File: src/cbvg_pkg.sv
// shared types, constants and helper functions for the cone-beam view geometry block
package cbvg_pkg;

  localparam int unsigned TABLE_LEN = 24;
  localparam int unsigned CFG_IDX_W = 3;

  localparam logic [CFG_IDX_W-1:0] CFG_START_ANGLE = 3'd0;
  localparam logic [CFG_IDX_W-1:0] CFG_ANGLE_STEP  = 3'd1;
  localparam logic [CFG_IDX_W-1:0] CFG_ROTATE_NEG  = 3'd2;
  localparam logic [CFG_IDX_W-1:0] CFG_SRC_DIST    = 3'd3;
  localparam logic [CFG_IDX_W-1:0] CFG_HELIX_PITCH = 3'd4;

  localparam logic [19:0] TWO_PI_Q16  = 20'd411775;
  localparam logic [19:0] PI_Q16      = 20'd205887;
  localparam logic [19:0] HALF_PI_Q16 = 20'd102944;
  // 2^31 mod 2*pi, undoes the offset-binary view of the angle
  localparam logic [19:0] OFFSET_MOD  = 20'd77023;
  localparam int unsigned RECIP_SHIFT = 44;
  localparam logic [25:0] RECIP       = 26'((64'd1 << RECIP_SHIFT) / 64'd411775);

  localparam int unsigned CW = 34;
  localparam logic signed [CW-1:0] CORDIC_GAIN = 34'sd652032874;
  localparam logic signed [15:0] ONE_Q14 = 16'sd16384;

  typedef struct packed {
    logic        op;
    logic [15:0] proj_index;
    logic [31:0] given_angle;
  } in_item_t;

  typedef struct packed {
    logic [31:0] view_angle;
    logic [15:0] row_dir_x;
    logic [15:0] row_dir_y;
    logic [15:0] ray_dir_x;
    logic [15:0] ray_dir_y;
    logic [31:0] source_x;
    logic [31:0] source_y;
    logic [31:0] source_z;
  } out_item_t;

  typedef struct packed {
    logic signed [31:0] angle;
    logic               neg;
  } side_t;

  typedef struct packed {
    logic signed [31:0] start_angle;
    logic signed [31:0] angle_step;
    logic               rotate_negative;
    logic [30:0]        source_iso_distance;
    logic signed [31:0] helix_pitch;
  } cfg_t;

  function automatic logic signed [CW-1:0] atan_q30(input int unsigned i);
    logic signed [CW-1:0] a;
    case (i)
      0:  a = 34'sd843314856;
      1:  a = 34'sd497837829;
      2:  a = 34'sd263043836;
      3:  a = 34'sd133525158;
      4:  a = 34'sd67021686;
      5:  a = 34'sd33543515;
      6:  a = 34'sd16775850;
      7:  a = 34'sd8388437;
      8:  a = 34'sd4194282;
      9:  a = 34'sd2097149;
      10: a = 34'sd1048575;
      11: a = 34'sd524287;
      12: a = 34'sd262143;
      13: a = 34'sd131071;
      14: a = 34'sd65535;
      15: a = 34'sd32767;
      16: a = 34'sd16383;
      17: a = 34'sd8191;
      18: a = 34'sd4095;
      19: a = 34'sd2047;
      20: a = 34'sd1023;
      21: a = 34'sd511;
      22: a = 34'sd255;
      23: a = 34'sd127;
      default: a = '0;
    endcase
    return a;
  endfunction

  function automatic logic signed [31:0] sat32(input logic signed [65:0] v);
    logic signed [31:0] r;
    if (v > 66'sd2147483647) r = 32'sh7fffffff;
    else if (v < -66'sd2147483648) r = 32'sh80000000;
    else r = v[31:0];
    return r;
  endfunction

  function automatic logic signed [15:0] to_q14(input logic signed [CW-1:0] v);
    logic signed [CW:0]   t;
    logic signed [CW-16:0] r;
    logic signed [15:0]   o;
    t = {v[CW-1], v} + (CW+1)'(32768);
    r = t[CW:16];
    if (r > (CW-15)'(16384)) o = ONE_Q14;
    else if (r < -(CW-15)'(16384)) o = -ONE_Q14;
    else o = r[15:0];
    return o;
  endfunction

endpackage

File: src/cbvg_angle.sv
// angle formation and reduction into the cordic range
module cbvg_angle
  import cbvg_pkg::*;
(
  input  logic                 clk,
  input  logic                 rst,
  input  logic                 en,
  input  logic                 in_v,
  input  in_item_t             in_item,
  input  cfg_t                 cfg,
  output logic                 out_v,
  output logic signed [CW-1:0] z,
  output side_t                side
);

  logic [5:0] v;

  // stage 1: index product
  logic               op1;
  logic signed [31:0] given1;
  logic signed [48:0] prod1;
  // stage 2: saturated angle
  logic signed [31:0] angle2;
  // stage 3: reciprocal product
  logic signed [31:0] angle3;
  logic [31:0]        u3;
  logic [57:0]        qp3;
  // stage 4: coarse remainder
  logic signed [31:0] angle4;
  logic [19:0]        r4;
  // stage 5: floor modulo
  logic signed [31:0] angle5;
  logic [18:0]        r5;

  logic signed [49:0] sum2;
  logic [31:0]        u;
  logic [13:0]        q;
  logic [32:0]        qp;
  logic [19:0]        r1;
  logic signed [20:0] t5;
  logic signed [20:0] rs;
  logic signed [20:0] rf;
  logic               negf;

  always_comb begin
    sum2 = 50'(cfg.start_angle) + 50'(prod1);
    u    = {~angle2[31], angle2[30:0]};
    q    = qp3[57:RECIP_SHIFT];
    qp   = 33'(q) * 33'(TWO_PI_Q16);
    r1   = (r4 >= TWO_PI_Q16) ? r4 - TWO_PI_Q16 : r4;
    t5   = $signed({1'b0, r1}) - $signed({1'b0, OFFSET_MOD});
    rs   = ({2'b0, r5} > {1'b0, PI_Q16}) ? $signed({2'b0, r5}) - $signed({1'b0, TWO_PI_Q16})
                                         : $signed({2'b0, r5});
    negf = 1'b0;
    rf   = rs;
    if (rs > $signed({1'b0, HALF_PI_Q16})) begin
      rf   = rs - $signed({1'b0, PI_Q16});
      negf = 1'b1;
    end else if (rs < -$signed({1'b0, HALF_PI_Q16})) begin
      rf   = rs + $signed({1'b0, PI_Q16});
      negf = 1'b1;
    end
  end

  always_ff @(posedge clk) begin
    if (rst) begin
      v <= '0;
    end else if (en) begin
      v <= {v[4:0], in_v};
    end
    if (en) begin
      op1    <= in_item.op;
      given1 <= in_item.given_angle;
      prod1  <= cfg.angle_step * $signed({1'b0, in_item.proj_index});
      angle2 <= op1 ? given1 : sat32(66'(sum2));
      angle3 <= angle2;
      u3     <= u;
      qp3    <= 58'(u) * 58'(RECIP);
      angle4 <= angle3;
      r4     <= 20'(u3 - qp[31:0]);
      angle5 <= angle4;
      r5     <= (t5 < 0) ? 19'(t5 + $signed({1'b0, TWO_PI_Q16})) : 19'(t5);
      side.angle <= angle5;
      side.neg   <= negf;
      z          <= CW'(rf) <<< 14;
    end
  end

  assign out_v = v[5];

endmodule

File: config.mk
export PLATFORM = sky130hd
export DESIGN_NAME = cbvg_angle
export DESIGN_NICKNAME = d
export VERILOG_FILES = /design/src/cbvg_pkg.sv /design/src/cbvg_angle.sv
export SDC_FILE = /design/constraint.sdc
export NUM_CORES = 2
export LEC_CHECK = 0
export ABC_AREA = 1
export CAP_MARGIN = 20
export CORE_MARGIN = 5
export CORE_UTILIZATION = 64
export DETAILED_ROUTE_END_ITERATION = 16
export DONT_BUFFER_PORTS = 1
export MAX_ROUTING_LAYER = met4
export PLACE_DENSITY = 0.82
export SLEW_MARGIN = 30
export SYNTH_ARGS = -nofsm -noshare
export SYNTH_HDL_FRONTEND = slang
export SYNTH_SLANG_ARGS = --single-unit
File: constraint.sdc
create_clock -name clk -period 9 [get_ports clk]
set_clock_uncertainty 0.2 [all_clocks]
set_input_delay 0.45 -clock clk [delete_from_list [all_inputs] [get_ports clk]]
set_output_delay 0.45 -clock clk [all_outputs]
set_load 0.02 [all_outputs]
==> out/summary.log <==
[global_route] GRT Util Overall 32.4%
[clock_network] clock transition at the registers of the reported paths 0.06 ns
[final_layout] nets@finish 7604
[synth] register bit total from synthesis 322
[timing] Max transition margin 41.1%
[worst_setup_path] Crit. Startpoint angle2[23]$_DFFE_PP_
[floorplanning] die outline height 297 µm
[global_route] met2 Use GR 55.5%
[timing] highest attainable clock frequency 137 MHz
[placement] buffers added on ports 0
[timing] transition time at the pin with the least slew margin 0.883 ns
[detailed_routing] routed vias 39200
[timing] Post-Route Setup TNS 0 ns
[detailed_routing] DRC viols 0
[worst_hold_path] type of the tightest min-delay check input pin to register
[worst_setup_path] depth of the most critical reg-to-reg path 21
[synth] fraction of synthesis flops using an asynchronous set or reset pin 0%
[floorplanning] std cell rows 105
[placement] sum of net half-perimeters after detailed placement 114000 µm
[final_layout] filler cell count 6610
[timing] Hold Fails Final Rpt 0
[synth] leading register cell type out of synthesis edfxtp_1
[worst_hold_path] hold path startpoint in_item[34]
[global_route] wire length of the first global-routing pass 221000 µm
[synth] area leader, netlist fa_1
[worst_setup_path] Worst path slowest cell fa_1
[synth] post-synthesis average cell area 8.67 µm²
[detailed_routing] Routed WL per cell 19.1 µm
[synth] cells after synthesis 6090
[worst_setup_path] launch instance of the worst register-to-register path angle2[23]$_DFFE_PP_
[synth] number of warning messages in the yosys log 0
[clock_network] buffer cell driving the clock tree root clkbuf_16
[synth] sequential cell area fraction in the yosys report 18.2%
[floorplanning] floorplan die area 88400 µm²
[detailed_routing] first-pass iteration count of the detailed router 5
[timing] unrepaired setup endpoints after global routing no
[run] # Max-Cap Violations 0
[synth] cell types with the largest area share after synthesis fa_1 34%, edfxtp_1 18%, ha_1 11%
[clock_network] setup repair bufs after CTS 0
[final_layout] share of final-layout standard cells stronger than drive strength 1 2.14%
[worst_setup_path] critical path class register to register
[worst_setup_path] reg-to-reg critical path endpoint qp3[53]$_DFFE_PP_
[floorplanning] placeable core region 82000 µm²
[worst_hold_path] number of cells traversed by the worst hold path 3
[worst_hold_path] Min-Delay Endpoint prod1[2]$_DFFE_PP_
[global_route] maximum number of pins on one net before global-route repair 322
[worst_setup_path] crit path cell chain inv_1 > fa_1 > fa_1 > inv_1 > fa_1 > fa_1 > fa_1 > fa_1 > inv_1 > fa_1 > inv_1 > ha_1 > nand2_1 > o21ai_0 > a21oi_1 > o21a_1 > o21ai_0 > nor3_1 > o21bai_1 > a31oi_1 > xnor2_1
[worst_setup_path] Max stage delay on crit path 0.59 ns
[floorplanning] Die X 297 µm
[final_layout] most common cell after layout, fill and taps aside inv_1
[global_route] global-route met1 utilization 38.9%
[worst_setup_path] slack of the worst reg-to-reg path 1.72 ns
[timing] minimum clock period 7.28 ns
[detailed_routing] number of violations reported at the end of detailed-routing iteration 0 2735
[synth] number of distinct standard cells referenced by the synthesized netlist 60
[run_status] outcome finished, final reports clean
[clock_network] Resized cells post-CTS 0
[final_layout] layout overhead on the synthesized area 4.78%
[worst_setup_path] Crit Path Max Fanout 4
[global_route] GRT overflow 0
[global_route] met3 demand-to-capacity share in global routing 6.06%
[synth] EDFF count, synth 316
[final_layout] top library cells by usage in the layout, fill and taps aside 1586 x inv_1, 1328 x nand2_1, 907 x fa_1
[detailed_routing] Antenna Nets Post-Route 0
[synth] share of the synthesized area in the top cell type 34.4%
[global_route] most used routing layer in global routing met2
[worst_setup_path] endpoint required time on the critical path 9.09 ns
[floorplanning] initial core utilization 64.4%
[floorplanning] io pins 249
[global_route] antenna violations before repair 17
[placement] RePlAce Congestion 1.02
[synth] total standard cell area after synthesis 52800 µm²
[worst_setup_path] most prevalent standard cell on the critical path fa_1
[clock_network] Clock H-tree levels 2
[worst_setup_path] crit end category register
[clock_network] maximum clock insertion buffer count 3
[timing] final setup violating endpoints 0
[clock_network] Sinks on Clock Net 322
[clock_network] clock tree from TritonCTS yes
[detailed_routing] routed wire length 136000 µm
[clock_network] clock network latency to the later pin of the worst-skew pair 0.57 ns
[worst_setup_path] CP arrival 7.37 ns
[timing] Tcrit/Tclk final 80.9%
[clock_network] quantity of hold-fixing buffers added after cts 45
[worst_setup_path] Setup crit start kind register
[clock_network] number of buffers inserted during clock tree synthesis 35
[global_route] number of global-route vias before repair 42000
[detailed_routing] average vias per placed instance 5.48
[timing] count of pins over their slew limit 0
-- area by class of cell --
cell class | count | area (µm²) | area share, %
well taps | 1070 | 1340 | 2.42
flip-flops and latches | 322 | 9610 | 17.4
diodes | 17 | 42.5 | 0.0769
multi-input cells | 4027 | 36500 | 66.0
repair buffers | 51 | 553 | 0.999
clock buffers | 40 | 895 | 1.62
inverters | 1601 | 6010 | 10.9
clock inverters | 23 | 355 | 0.642
-- worst max path at each step --
stage / end / depth (start not counted)
after global placement: qp3[53]$_DFFE_PP_ / 21
after detailed placement: qp3[53]$_DFFE_PP_ / 21
after floorplan: prod1[45]$_DFFE_PP_ / 28
after CTS: qp3[53]$_DFFE_PP_ / 21
after global routing: qp3[53]$_DFFE_PP_ / 21
final: qp3[53]$_DFFE_PP_ / 21
-- worst max-delay path: cells and delay by family, from the launching register on --
family          cells  cell delay [ns]
flops               1             0.54
buf+inv             4             0.44
compound gates      6             1.48
simple gates        2             0.17
fa+ha+maj           8             3.99
xor+xnor            1             0.17
-- synthesized netlist by cell type, drive strengths merged (29+ instances only) --
cell	n
a21oi	241
a31oi	29
buf	36
clkbuf	117
edfxtp	316
fa	907
ha	478
inv	1599
nand2	1345
nand3	156
nor2	316
nor3	33
o21ai	170
xnor2	81
xor2	117
-- sequential cells by signal, summed over array words and instances, names as in the netlist, 19 cells and up --
name / flops
r5: 19
prod1: 49
angle2: 32
angle4: 32
r4: 20
z: 20
angle3: 32
given1: 32
side: 33
angle5: 32
-- metal layers --
layer  vias to the layer above  share of wire, %
li1                      18200                 -
met1                     19200                39
met2                      1490                50
met3                       303               7.6
met4                         0               3.9
met5                         -                 0
-- kinds of logic after synthesis --
family	count (synthesis)	share of synthesized area, %
other	1	0.00710
AND/OR/NAND/NOR	1914	14.6
XOR/XNOR	198	3.30
adder cells (fa/ha/maj)	1385	45.7
buffers and inverters	1754	12.7
AO/OA/AOI/OAI	516	5.45
flip-flops	322	18.2
-- through the flow --
step / utilization (%) / worst slack (ns) / std cells / cell area [µm²] / hold WS [ns]
finish: 67.5 / 1.72 / 7151 / 55400 / 0.0538
floorplan: - / 2.55 / 6103 / 52900 / 0.200
CTS: 67.4 / 1.74 / 7132 / 55200 / 0.00430
detailed placement: 65.3 / 1.81 / 7024 / 53500 / 0.205
global route: 67.5 / 1.49 / 7150 / 55300 / 0.0417
global placement: 65.3 / 1.85 / 7024 / 53500 / 0.201
Power is not shown: default switching activity piles up to over one toggle a cycle in this logic, so the estimate is an artifact.
